[src/rtl/core/segment_to_quad_expander_defines.svh]
// Shared assertion macros; the enclosing module provides clk and arst_n.
`ifndef SEGMENT_TO_QUAD_EXPANDER_DEFINES_SVH
`define SEGMENT_TO_QUAD_EXPANDER_DEFINES_SVH

// Same-cycle implication.
`define STQE_ASSERT_NOW(name, ante, cons, msg) \
	name: assert property (@(posedge clk) disable iff (!arst_n) (ante) |-> (cons)) \
		else $error(msg);

// Next-cycle implication.
`define STQE_ASSERT_NEXT(name, ante, cons, msg) \
	name: assert property (@(posedge clk) disable iff (!arst_n) (ante) |=> (cons)) \
		else $error(msg);

`endif

[src/rtl/core/stqe_pkg.sv]
`default_nettype none

package stqe_pkg;

	localparam int COORD_WIDTH     = 32;
	localparam int INDEX_WIDTH     = 32;
	localparam int HALF_WIDTH_W    = 16;
	localparam int COLOR_W         = 8;
	localparam int CFG_DATA_W      = HALF_WIDTH_W;

	localparam int DIFF_W          = COORD_WIDTH + 1;
	localparam int MAG_W           = 15;
	localparam int NORM_LO         = 1 << (MAG_W - 1);
	localparam int NORM_HI         = 1 << MAG_W;
	localparam int L_W             = 2 * MAG_W + 1;
	localparam int Y_W             = 33;
	localparam int P_W             = 34;
	localparam int T_W             = 32;
	localparam int MUL_W           = 33;
	localparam int PROD_W          = 2 * MUL_W;
	localparam int OFS_W           = MAG_W + HALF_WIDTH_W - 7;
	localparam int OFS_SW          = OFS_W + 1;
	localparam int SUM_W           = ((COORD_WIDTH > OFS_SW) ? COORD_WIDTH : OFS_SW) + 1;

	localparam logic [Y_W-1:0] SEED_HI  = Y_W'(902905634);
	localparam logic [Y_W-1:0] SEED_MID = Y_W'(1276901417);
	localparam logic [Y_W-1:0] SEED_LO  = Y_W'(1805811268);
	localparam logic [P_W-1:0] THREE_Q30 = P_W'(64'd3 << 30);

	localparam int ITER_W          = 2;
	localparam logic [ITER_W-1:0] ITER_LAST = ITER_W'(3);

	localparam int VERTS_PER_SEG   = 4;
	localparam int TRI_LAST        = 3;
	localparam int RESULTS_PER_SEG = 10;
	localparam int CNT_W           = $clog2(RESULTS_PER_SEG);
	localparam logic [CNT_W-1:0] CNT_LAST = CNT_W'(RESULTS_PER_SEG - 1);

	typedef enum logic [1:0] {
		REG_HALF_WIDTH,
		REG_COLOR_RED,
		REG_COLOR_GREEN,
		REG_COLOR_BLUE
	} reg_index_t;

	typedef enum logic {
		KIND_VERTEX,
		KIND_INDEX
	} kind_t;

	typedef struct packed {
		logic [HALF_WIDTH_W-1:0] half_width;
		logic [COLOR_W-1:0]      color_red;
		logic [COLOR_W-1:0]      color_green;
		logic [COLOR_W-1:0]      color_blue;
	} cfg_t;

	typedef struct packed {
		logic signed [COORD_WIDTH-1:0] start_x;
		logic signed [COORD_WIDTH-1:0] start_y;
		logic signed [COORD_WIDTH-1:0] end_x;
		logic signed [COORD_WIDTH-1:0] end_y;
		logic                          first_of_batch;
	} in_word_t;

	typedef struct packed {
		kind_t                         item_kind;
		logic signed [COORD_WIDTH-1:0] pos_x;
		logic signed [COORD_WIDTH-1:0] pos_y;
		logic [COLOR_W-1:0]            out_red;
		logic [COLOR_W-1:0]            out_green;
		logic [COLOR_W-1:0]            out_blue;
		logic [INDEX_WIDTH-1:0]        index_value;
		logic                          last_of_segment;
		logic                          degenerate;
	} out_word_t;

	function automatic logic [1:0] tri_offset(input logic [2:0] k);
		logic [1:0] r;
		unique case (k)
			3'd0: r = 2'd0;
			3'd1: r = 2'd1;
			3'd2: r = 2'd2;
			3'd3: r = 2'd2;
			3'd4: r = 2'd1;
			3'd5: r = 2'(TRI_LAST);
			default: r = 2'd0;
		endcase
		return r;
	endfunction

	function automatic logic signed [COORD_WIDTH-1:0] sat_coord(
		input logic signed [SUM_W-1:0] v
	);
		logic [SUM_W-COORD_WIDTH:0] top;
		logic signed [COORD_WIDTH-1:0] r;
		top = v[SUM_W-1:COORD_WIDTH-1];
		if (top == '0 || top == '1) begin
			r = v[COORD_WIDTH-1:0];
		end else if (v[SUM_W-1]) begin
			r = {1'b1, {(COORD_WIDTH-1){1'b0}}};
		end else begin
			r = {1'b0, {(COORD_WIDTH-1){1'b1}}};
		end
		return r;
	endfunction

endpackage

`default_nettype wire

[src/rtl/core/segment_to_quad_expander.sv]
// Channel   Direction  Handshake                      Word
// segment   in         segment_valid / segment_stall  stqe_pkg::in_word_t
// result    out        result_valid / result_stall    stqe_pkg::out_word_t
// config    in         wr_en, wr_index, wr_data       no handshake
//
// An accepted segment runs through the sequencer states in order, up to the last
// result word; a zero-length segment skips from the absolute values to the unit
// vector products. The shared 33x33 multiplier computes squares, four refinement
// steps of three products each, then the unit vector and offset products, one
// product per state. The normalize step shifts by four bits or one bit per step.
// Reset clears the sequencer, the vertex base and the output valid; config
// registers return to half width 256 and white. A stalled result holds the
// sequencer in its emit state; segment_stall is high whenever a segment is in work.
`default_nettype none

module segment_to_quad_expander (
	input  wire logic                            clk,
	input  wire logic                            arst_n,
	input  wire logic                            segment_valid,
	output logic                                 segment_stall,
	input  wire stqe_pkg::in_word_t              segment,
	output logic                                 result_valid,
	input  wire logic                            result_stall,
	output stqe_pkg::out_word_t                  result,
	input  wire logic                            wr_en,
	input  wire stqe_pkg::reg_index_t            wr_index,
	input  wire logic [stqe_pkg::CFG_DATA_W-1:0] wr_data
);
	import stqe_pkg::*;

	cfg_t      cfg_q;
	out_word_t res;
	logic      res_valid;
	logic      res_ready;
	logic      result_valid_q;
	out_word_t result_q;

	stqe_core u_core (
		.clk       (clk),
		.arst_n    (arst_n),
		.seg       (segment),
		.seg_valid (segment_valid),
		.seg_stall (segment_stall),
		.cfg       (cfg_q),
		.res       (res),
		.res_valid (res_valid),
		.res_ready (res_ready)
	);

	always_ff @(posedge clk or negedge arst_n) begin
		if (!arst_n) begin
			cfg_q.half_width  <= HALF_WIDTH_W'(256);
			cfg_q.color_red   <= '1;
			cfg_q.color_green <= '1;
			cfg_q.color_blue  <= '1;
		end else if (wr_en) begin
			unique case (wr_index)
				REG_HALF_WIDTH:  cfg_q.half_width  <= wr_data;
				REG_COLOR_RED:   cfg_q.color_red   <= wr_data[COLOR_W-1:0];
				REG_COLOR_GREEN: cfg_q.color_green <= wr_data[COLOR_W-1:0];
				REG_COLOR_BLUE:  cfg_q.color_blue  <= wr_data[COLOR_W-1:0];
				default: begin
				end
			endcase
		end
	end

	// advance the output register when it is empty or being taken
	assign res_ready = !result_valid_q || !result_stall;

	always_ff @(posedge clk or negedge arst_n) begin
		if (!arst_n) begin
			result_valid_q <= 1'b0;
		end else if (res_ready) begin
			result_valid_q <= res_valid;
		end
	end

	always_ff @(posedge clk) begin
		if (res_ready && res_valid) begin
			result_q <= res;
		end
	end

	assign result_valid = result_valid_q;
	assign result       = result_q;

endmodule

`default_nettype wire

[src/rtl/core/stqe_mul.sv]
`default_nettype none

module stqe_mul (
	input  wire logic                       clk,
	input  wire logic [stqe_pkg::MUL_W-1:0] a,
	input  wire logic [stqe_pkg::MUL_W-1:0] b,
	output logic [stqe_pkg::PROD_W-1:0]     prod
);
	import stqe_pkg::*;

	logic [PROD_W-1:0] prod_q;

	always_ff @(posedge clk) begin
		prod_q <= PROD_W'(a) * PROD_W'(b);
	end

	assign prod = prod_q;

endmodule

`default_nettype wire

[src/rtl/core/stqe_core.sv]
`default_nettype none
`include "segment_to_quad_expander_defines.svh"

module stqe_core (
	input  wire logic                clk,
	input  wire logic                arst_n,
	input  wire stqe_pkg::in_word_t  seg,
	input  wire logic                seg_valid,
	output logic                     seg_stall,
	input  wire stqe_pkg::cfg_t      cfg,
	output stqe_pkg::out_word_t      res,
	output logic                     res_valid,
	input  wire logic                res_ready
);
	import stqe_pkg::*;

	typedef enum logic [4:0] {
		S_IDLE, S_DIFF, S_ABS, S_NORM, S_SQA, S_SQB, S_LSUM,
		S_YY, S_LY, S_YT, S_YUP, S_UA, S_UB, S_OX, S_OY, S_OFS, S_EMIT
	} state_t;

	state_t                   state_q;
	logic [INDEX_WIDTH-1:0]   vertex_base_q;
	logic [INDEX_WIDTH-1:0]   base_q;
	logic signed [COORD_WIDTH-1:0] x0_q, y0_q, x1_q, y1_q;
	logic signed [DIFF_W-1:0] dx_q, dy_q;
	logic [DIFF_W-1:0]        a_q, b_q;
	logic                     neg_x_q, neg_y_q, deg_q;
	logic [2*MAG_W-1:0]       aa_q;
	logic [L_W-1:0]           l_q;
	logic [Y_W-1:0]           y_q;
	logic [ITER_W-1:0]        iter_q;
	logic [MAG_W-1:0]         ux_q;
	logic signed [OFS_SW-1:0] ox_q, oy_q;
	logic [CNT_W-1:0]         cnt_q;

	logic [MUL_W-1:0]         mul_a, mul_b;
	logic [PROD_W-1:0]        prod;
	logic [DIFF_W-1:0]        span;
	logic [L_W-1:0]           l_sum;
	logic [P_W-1:0]           p_val;
	logic [T_W-1:0]           t_val;
	logic [MAG_W-1:0]         u_clamp;
	logic [OFS_W-1:0]         ofs_mag;
	logic signed [OFS_SW-1:0] ofs_pos;
	logic signed [COORD_WIDTH-1:0] px, py;
	logic signed [SUM_W-1:0]  sx, sy;
	logic [CNT_W-1:0]         kk;
	logic                     is_vertex;

	stqe_mul u_mul (
		.clk  (clk),
		.a    (mul_a),
		.b    (mul_b),
		.prod (prod)
	);

	assign span    = a_q | b_q;
	assign l_sum   = L_W'(aa_q) + L_W'(prod[2*MAG_W-1:0]);
	assign p_val   = prod[30 +: P_W];
	assign t_val   = (p_val < THREE_Q30) ? T_W'(THREE_Q30 - p_val) : '0;
	assign u_clamp = (|prod[PROD_W-1:30+MAG_W]) ? '1 : prod[30 +: MAG_W];
	assign ofs_mag = prod[7 +: OFS_W];
	assign ofs_pos = $signed({1'b0, ofs_mag});

	always_comb begin
		mul_a = '0;
		mul_b = '0;
		unique case (state_q)
			S_SQA: begin
				mul_a = MUL_W'(a_q[MAG_W-1:0]);
				mul_b = MUL_W'(a_q[MAG_W-1:0]);
			end
			S_SQB: begin
				mul_a = MUL_W'(b_q[MAG_W-1:0]);
				mul_b = MUL_W'(b_q[MAG_W-1:0]);
			end
			S_YY: begin
				mul_a = MUL_W'(y_q);
				mul_b = MUL_W'(y_q);
			end
			S_LY: begin
				mul_a = MUL_W'(l_q);
				mul_b = MUL_W'(prod[30 +: Y_W]);
			end
			S_YT: begin
				mul_a = MUL_W'(y_q);
				mul_b = MUL_W'(t_val);
			end
			S_UA: begin
				mul_a = MUL_W'(a_q[MAG_W-1:0]);
				mul_b = MUL_W'(y_q);
			end
			S_UB: begin
				mul_a = MUL_W'(b_q[MAG_W-1:0]);
				mul_b = MUL_W'(y_q);
			end
			S_OX: begin
				mul_a = MUL_W'(u_clamp);
				mul_b = MUL_W'(cfg.half_width);
			end
			S_OY: begin
				mul_a = MUL_W'(ux_q);
				mul_b = MUL_W'(cfg.half_width);
			end
			default: begin
				mul_a = '0;
				mul_b = '0;
			end
		endcase
	end

	assign px        = cnt_q[1] ? x1_q : x0_q;
	assign py        = cnt_q[1] ? y1_q : y0_q;
	assign sx        = cnt_q[0] ? SUM_W'(px) - SUM_W'(ox_q) : SUM_W'(px) + SUM_W'(ox_q);
	assign sy        = cnt_q[0] ? SUM_W'(py) - SUM_W'(oy_q) : SUM_W'(py) + SUM_W'(oy_q);
	assign kk        = cnt_q - CNT_W'(VERTS_PER_SEG);
	assign is_vertex = cnt_q < CNT_W'(VERTS_PER_SEG);

	always_comb begin
		res.degenerate      = deg_q;
		res.last_of_segment = (cnt_q == CNT_LAST);
		if (is_vertex) begin
			res.item_kind   = KIND_VERTEX;
			res.pos_x       = sat_coord(sx);
			res.pos_y       = sat_coord(sy);
			res.out_red     = cfg.color_red;
			res.out_green   = cfg.color_green;
			res.out_blue    = cfg.color_blue;
			res.index_value = '0;
		end else begin
			res.item_kind   = KIND_INDEX;
			res.pos_x       = '0;
			res.pos_y       = '0;
			res.out_red     = '0;
			res.out_green   = '0;
			res.out_blue    = '0;
			res.index_value = base_q + INDEX_WIDTH'(tri_offset(kk[2:0]));
		end
	end

	assign res_valid = (state_q == S_EMIT);
	assign seg_stall = (state_q != S_IDLE);

	always_ff @(posedge clk or negedge arst_n) begin
		if (!arst_n) begin
			state_q       <= S_IDLE;
			vertex_base_q <= '0;
			base_q        <= '0;
			x0_q          <= '0;
			y0_q          <= '0;
			x1_q          <= '0;
			y1_q          <= '0;
			dx_q          <= '0;
			dy_q          <= '0;
			a_q           <= '0;
			b_q           <= '0;
			neg_x_q       <= 1'b0;
			neg_y_q       <= 1'b0;
			deg_q         <= 1'b0;
			aa_q          <= '0;
			l_q           <= '0;
			y_q           <= '0;
			iter_q        <= '0;
			ux_q          <= '0;
			ox_q          <= '0;
			oy_q          <= '0;
			cnt_q         <= '0;
		end else begin
			unique case (state_q)
				S_IDLE: begin
					if (seg_valid) begin
						x0_q   <= seg.start_x;
						y0_q   <= seg.start_y;
						x1_q   <= seg.end_x;
						y1_q   <= seg.end_y;
						base_q <= seg.first_of_batch ? '0 : vertex_base_q;
						state_q <= S_DIFF;
					end
				end
				S_DIFF: begin
					dx_q    <= DIFF_W'(x1_q) - DIFF_W'(x0_q);
					dy_q    <= DIFF_W'(y1_q) - DIFF_W'(y0_q);
					state_q <= S_ABS;
				end
				S_ABS: begin
					a_q     <= dx_q[DIFF_W-1] ? $unsigned(-dx_q) : $unsigned(dx_q);
					b_q     <= dy_q[DIFF_W-1] ? $unsigned(-dy_q) : $unsigned(dy_q);
					neg_x_q <= dx_q[DIFF_W-1];
					neg_y_q <= dy_q[DIFF_W-1];
					deg_q   <= (dx_q == '0) && (dy_q == '0);
					y_q     <= '0;
					state_q <= ((dx_q == '0) && (dy_q == '0)) ? S_UA : S_NORM;
				end
				S_NORM: begin
					priority if (|span[DIFF_W-1:MAG_W+4]) begin
						a_q <= a_q >> 4;
						b_q <= b_q >> 4;
					end else if (|span[DIFF_W-1:MAG_W]) begin
						a_q <= a_q >> 1;
						b_q <= b_q >> 1;
					end else if (span[MAG_W-1:MAG_W-5] == '0) begin
						a_q <= a_q << 4;
						b_q <= b_q << 4;
					end else if (!span[MAG_W-1]) begin
						a_q <= a_q << 1;
						b_q <= b_q << 1;
					end else begin
						state_q <= S_SQA;
					end
				end
				S_SQA: begin
					state_q <= S_SQB;
				end
				S_SQB: begin
					aa_q    <= prod[2*MAG_W-1:0];
					state_q <= S_LSUM;
				end
				S_LSUM: begin
					l_q     <= l_sum;
					iter_q  <= '0;
					priority if (l_sum[L_W-1]) begin
						y_q <= SEED_HI;
					end else if (l_sum[L_W-2]) begin
						y_q <= SEED_MID;
					end else begin
						y_q <= SEED_LO;
					end
					state_q <= S_YY;
				end
				S_YY: begin
					state_q <= S_LY;
				end
				S_LY: begin
					state_q <= S_YT;
				end
				S_YT: begin
					state_q <= S_YUP;
				end
				S_YUP: begin
					y_q     <= prod[31 +: Y_W];
					iter_q  <= iter_q + ITER_W'(1);
					state_q <= (iter_q == ITER_LAST) ? S_UA : S_YY;
				end
				S_UA: begin
					state_q <= S_UB;
				end
				S_UB: begin
					ux_q    <= u_clamp;
					state_q <= S_OX;
				end
				S_OX: begin
					state_q <= S_OY;
				end
				S_OY: begin
					ox_q    <= neg_y_q ? ofs_pos : -ofs_pos;
					state_q <= S_OFS;
				end
				S_OFS: begin
					oy_q    <= neg_x_q ? -ofs_pos : ofs_pos;
					cnt_q   <= '0;
					state_q <= S_EMIT;
				end
				S_EMIT: begin
					if (res_ready) begin
						cnt_q <= cnt_q + CNT_W'(1);
						if (cnt_q == CNT_LAST) begin
							vertex_base_q <= base_q + INDEX_WIDTH'(VERTS_PER_SEG);
							state_q       <= S_IDLE;
						end
					end
				end
				default: begin
					state_q <= S_IDLE;
				end
			endcase
		end
	end

	`STQE_ASSERT_NOW(a_norm_range, state_q == S_SQA, (span >= DIFF_W'(NORM_LO)) && (span < DIFF_W'(NORM_HI)), "normalized span out of range")
	`STQE_ASSERT_NOW(a_deg_zero, (state_q == S_UA) && deg_q, (a_q == '0) && (b_q == '0), "zero-length segment with nonzero magnitude")
	`STQE_ASSERT_NEXT(a_last_idle, res_valid && res_ready && res.last_of_segment, state_q == S_IDLE, "sequencer did not return to idle after last word")
	`STQE_ASSERT_NEXT(a_iter_exit, (state_q == S_YUP) && (iter_q == ITER_LAST), state_q == S_UA, "refinement loop overran")

endmodule

`default_nettype wire

[config.mk]
export PLATFORM = sky130hd
export DESIGN_NAME = segment_to_quad_expander
export DESIGN_NICKNAME = d
export VERILOG_FILES = /design/src/rtl/core/stqe_pkg.sv /design/src/rtl/core/segment_to_quad_expander.sv /design/src/rtl/core/stqe_mul.sv /design/src/rtl/core/stqe_core.sv
export VERILOG_INCLUDE_DIRS = /design/src /design/src/rtl/core
export SDC_FILE = /design/constraint.sdc
export NUM_CORES = 2
export LEC_CHECK = 0
export BUFFER_PORTS_ARGS = -buffer_cell sky130_fd_sc_hd__buf_4
export CAP_MARGIN = 10
export CORE_AREA = 2 2 435 437
export DETAILED_ROUTE_END_ITERATION = 8
export DIE_AREA = 0 0 437 439
export GPL_TIMING_DRIVEN = 0
export SLEW_MARGIN = 20
export SYNTH_ARGS = -nofsm -noshare
export SYNTH_HDL_FRONTEND = slang
export SYNTH_HIERARCHICAL = 1
export SYNTH_SLANG_ARGS = --single-unit
[constraint.sdc]
create_clock -name clk -period 16.65 [get_ports clk]
set_input_delay 1.665 -clock clk [delete_from_list [all_inputs] [get_ports clk]]
set_output_delay 1.665 -clock clk [all_outputs]
set_load 0.01 [all_outputs]
==> results.sh <==
export IMPL_outcome="complete, no violations"
export IMPL_clockPowerShare_pct=10.8
export IMPL_period_minus_slack_ps=12520
export IMPL_dp_hpwl_mm=243
export IMPL_design_area_um2=87000
export IMPL_utilization_pct=46.5
export IMPL_p_sw_uw=10500
export IMPL_max_vdd_ir_drop_mv=0.188
export IMPL_cts_hold_buf=0
export IMPL_gr_total_overflow=0
export IMPL_die_area_um2=192000
export IMPL_fin_tns_setup_ps=0
export IMPL_ctsResizeCount=0
export IMPL_wire_per_inst_um=25.3
export IMPL_start_kind="register"
export IMPL_power_density_nw_per_um2=214
export IMPL_ys_seq_area_share_pct=23.7
export IMPL_first_global_vias=65900
export IMPL_synthTopCellsByArea="fa_1 25%, dfrtp_1 16%, ha_1 7.0%, nand2_1 6.3%, inv_1 5.7%"
export IMPL_die_w_um=437
export IMPL_grt_setup_unrepaired="false"
export IMPL_cts_max_level=3
export IMPL_final_max_slew_viol_count=0
export IMPL_worst_slew_pin_slew_ps=1270
export IMPL_boundaryPins=277
export IMPL_cts_sinks=727
export IMPL_post_drt_via_cell_ratio=5.66
export IMPL_synthesis_nets=10300
export IMPL_vias=66400
export IMPL_grt_max_degree=93
export IMPL_drt_pass1_iterations=7
export IMPL_antenna_found_initial=36
export IMPL_yosysTopAreaCellShare_pct=24.7
export IMPL_syn_area_per_cell_um2=8.95
export IMPL_cts_root_buf="clkbuf_16"
export IMPL_synth_commonest_cells="1314 x nand2_1, 1177 x inv_1, 964 x fa_1"
export IMPL_numCtsBuffers=87
export IMPL_synth_xor_area_share_pct=4.56
export IMPL_post_cts_buffers=0
export IMPL_synth_simple_area_share_pct=17.3
export IMPL_slew_headroom_pct=15.0
export IMPL_synthFlopType="dfrtp_1"
export IMPL_clock_fmax_ghz=0.0799
export IMPL_end_kind="register"
export IMPL_grt_first_pass_wirelength_mm=437
export IMPL_synth_top_family_by_area="adder cells"
export IMPL_max_cap_violations=0
export IMPL_wl_mm=296
export IMPL_clock_skew_ps=54.3
export IMPL_synth_area_mux_share_pct=2.83
export IMPL_cp_data_arrival_time_ps=13050
export IMPL_path_class="reg2reg"
export IMPL_critPathBufInv=9
export IMPL_portBuffers=276
export IMPL_synth_seq_cells=727
export IMPL_num_rows=159
export IMPL_crit_top_cell="fa_1"
export IMPL_initial_utilization_pct=41.8
export IMPL_track_usage_pct=30.6
export IMPL_path_clk_slew_ps=60
export IMPL_synth_fa_ha_area_share_pct=31.7
export IMPL_instances_no_fill=11700
export IMPL_finalCritPeriodShare_pct=75.2
export IMPL_synth_edf_count=123
export IMPL_area_growth_pct=11.3
export IMPL_p_seq_share_pct=17.2
export IMPL_drc_errors=0
export IMPL_setup_viol=0
export IMPL_netlist_area_um2=78200
export IMPL_dpl_cell_area_um2=83900
export IMPL_cellLeakagePower_uw=0.0404
export IMPL_final_nets=10700
export IMPL_clock_path_buffers=3
export IMPL_cts_tree="yes"
export IMPL_hold_class="reg2reg"
export IMPL_hold_viol_final=0
export IMPL_yosysTopAreaCell="fa_1"
export IMPL_drtIter0Drc=7057
export IMPL_power_frac_comb_pct=71.9
export IMPL_ant_nets=0
export IMPL_core_um2=187000
export IMPL_ys_async_sr_fraction_pct=74.0
export IMPL_drive_gt1_share_pct=8.08
export IMPL_ys_types=104
export IMPL_worst_path_largest_cell_delay_ps=600
export IMPL_dp_cells=11500
export IMPL_die_h_um=439
export IMPL_netlist_instances=8735
export IMPL_clk_latency_ps=720
export IMPL_p_int_uw=8060
export IMPL_synth_warnings=6
export IMPL_critPathRequiredTime_ps=17180
export IMPL_switching_share_pct=56.7
export IMPL_yosysMostFrequentCell="nand2_1"
export IMPL_fin_hold_ws_ps=456
export IMPL_cp_top_family="adder cells"
export IMPL_synth_compound_area_share_pct=11.9
export IMPL_cp_slowest_cell="or4_1"
export IMPL_gp_congestion=1.02
export IMPL_cp_max_fo=10
==> registers in the layout (all words and copies together), names as in the netlist, 5 cells and up <==
register / flops
u_core/vertex_base_q: 32
u_core/ux_q: 15
u_core/dx_q: 33
u_core/a_q: 33
result: 123
u_core/dy_q: 33
u_core/x1_q: 32
u_core/base_q: 32
u_core/y1_q: 32
u_core/oy_q: 25
u_core/ox_q: 25
u_core/u_mul/prod: 66
u_core/aa_q: 30
u_core/x0_q: 32
cfg_q: 40
u_core/state_q: 5
u_core/l_q: 31
u_core/y0_q: 32
u_core/y_q: 33
u_core/b_q: 33
==> metal layers <==
metal  routed length [um]  share of wire, %  track usage, %  vias up
li1                     -                 -               -    29000
met1               126000                42            43.1    33600
met2               130000                44            46.7     3205
met3                28800               9.7            6.45      539
met4                11500               3.9            10.9        8
met5                   52             0.018               0        -
==> cells by family (layout without fill, tap and decap cells) <==
group	count (synthesis)	count (layout)
AND/OR/NAND/NOR	2821	2821
buffers and inverters	1660	2134
AO/OA/AOI/OAI	1523	1523
adder cells (fa/ha/maj)	1400	1400
flip-flops	727	727
XOR/XNOR	406	406
multiplexers	198	198
other	0	21
==> worst register-to-register path: cells and delay by family (launching register included) <==
kind                       cells  cell delay, ps
buffers and inverters          9            2080
xor gates and xnor gates       1             410
AOI/OAI and AO/OA              5            1910
and+or+nand+nor               10            3310
DFF                            1             360
adders and majority gates      9            4290
==> layout make-up <==
| cell class | count | area (um2) |
|---|---|---|
| plain buffers | 483 | 1870 |
| well taps | 2495 | 3120 |
| clock inverters | 43 | 589 |
| clock buffers | 119 | 2460 |
| inverters | 1177 | 4420 |
| flip-flops and latches | 727 | 18500 |
| fillers | 18300 | 100000 |
| repair buffers | 312 | 2540 |
| diodes | 21 | 52.6 |
| multi-input cells | 6348 | 53400 |
==> placed cells by master, fill, tap and decap left out, types with 243 or more instances in the layout <==
master / Yosys / routed
nand2_1: 1314 / 1314
buf_4: 1 / 297
xnor2_1: 243 / 243
clkbuf_1: 455 / 470
fa_1: 964 / 964
nor2_1: 309 / 307
inv_1: 1177 / 1177
ha_1: 436 / 436
a21oi_1: 378 / 378
dfrtp_1: 513 / 513
o21ai_0: 562 / 552
and2_1: 624 / 623
==> power by group through the flow <==
stage | Combinational (uW) | Sequential [uW] | Clock [uW]
2_1_floorplan | 8330 | 2870 | 0
3_3_place_gp | 12900 | 3190 | 0
3_5_place_dp | 13000 | 3200 | 0
4_1_cts | 13100 | 3170 | 2060
5_1_grt | 14400 | 3250 | 2130
6_report | 13400 | 3210 | 2020
==> final timing paths <==
kind | end | startpoint | slack, ps | cells after the start
worst max-delay path | u_core/u_mul/prod[41] | u_core/u_mul/prod[46] | 4130 | 34
worst min-delay path | u_core/aa_q[0] | u_core/u_mul/prod[0] | 460 | 2
worst max register to register | u_core/u_mul/prod[41] | u_core/u_mul/prod[46] | 4130 | 34
worst min register to register | u_core/aa_q[0] | u_core/u_mul/prod[0] | 460 | 2
max in group asynchronous | u_core/y_q[19] | arst_n | 14310 | 3
min in group asynchronous | u_core/y0_q[17] | arst_n | 910 | 1
==> stage by stage <==
stage          total power (uW)  worst slack (ps)
2_1_floorplan             11200              7460
3_3_place_gp              16000              3100
3_5_place_dp              16200              4390
4_1_cts                   18300              4360
5_1_grt                   19800              3900
6_report                  18600              4130
(Power assumes the default switching activity.)
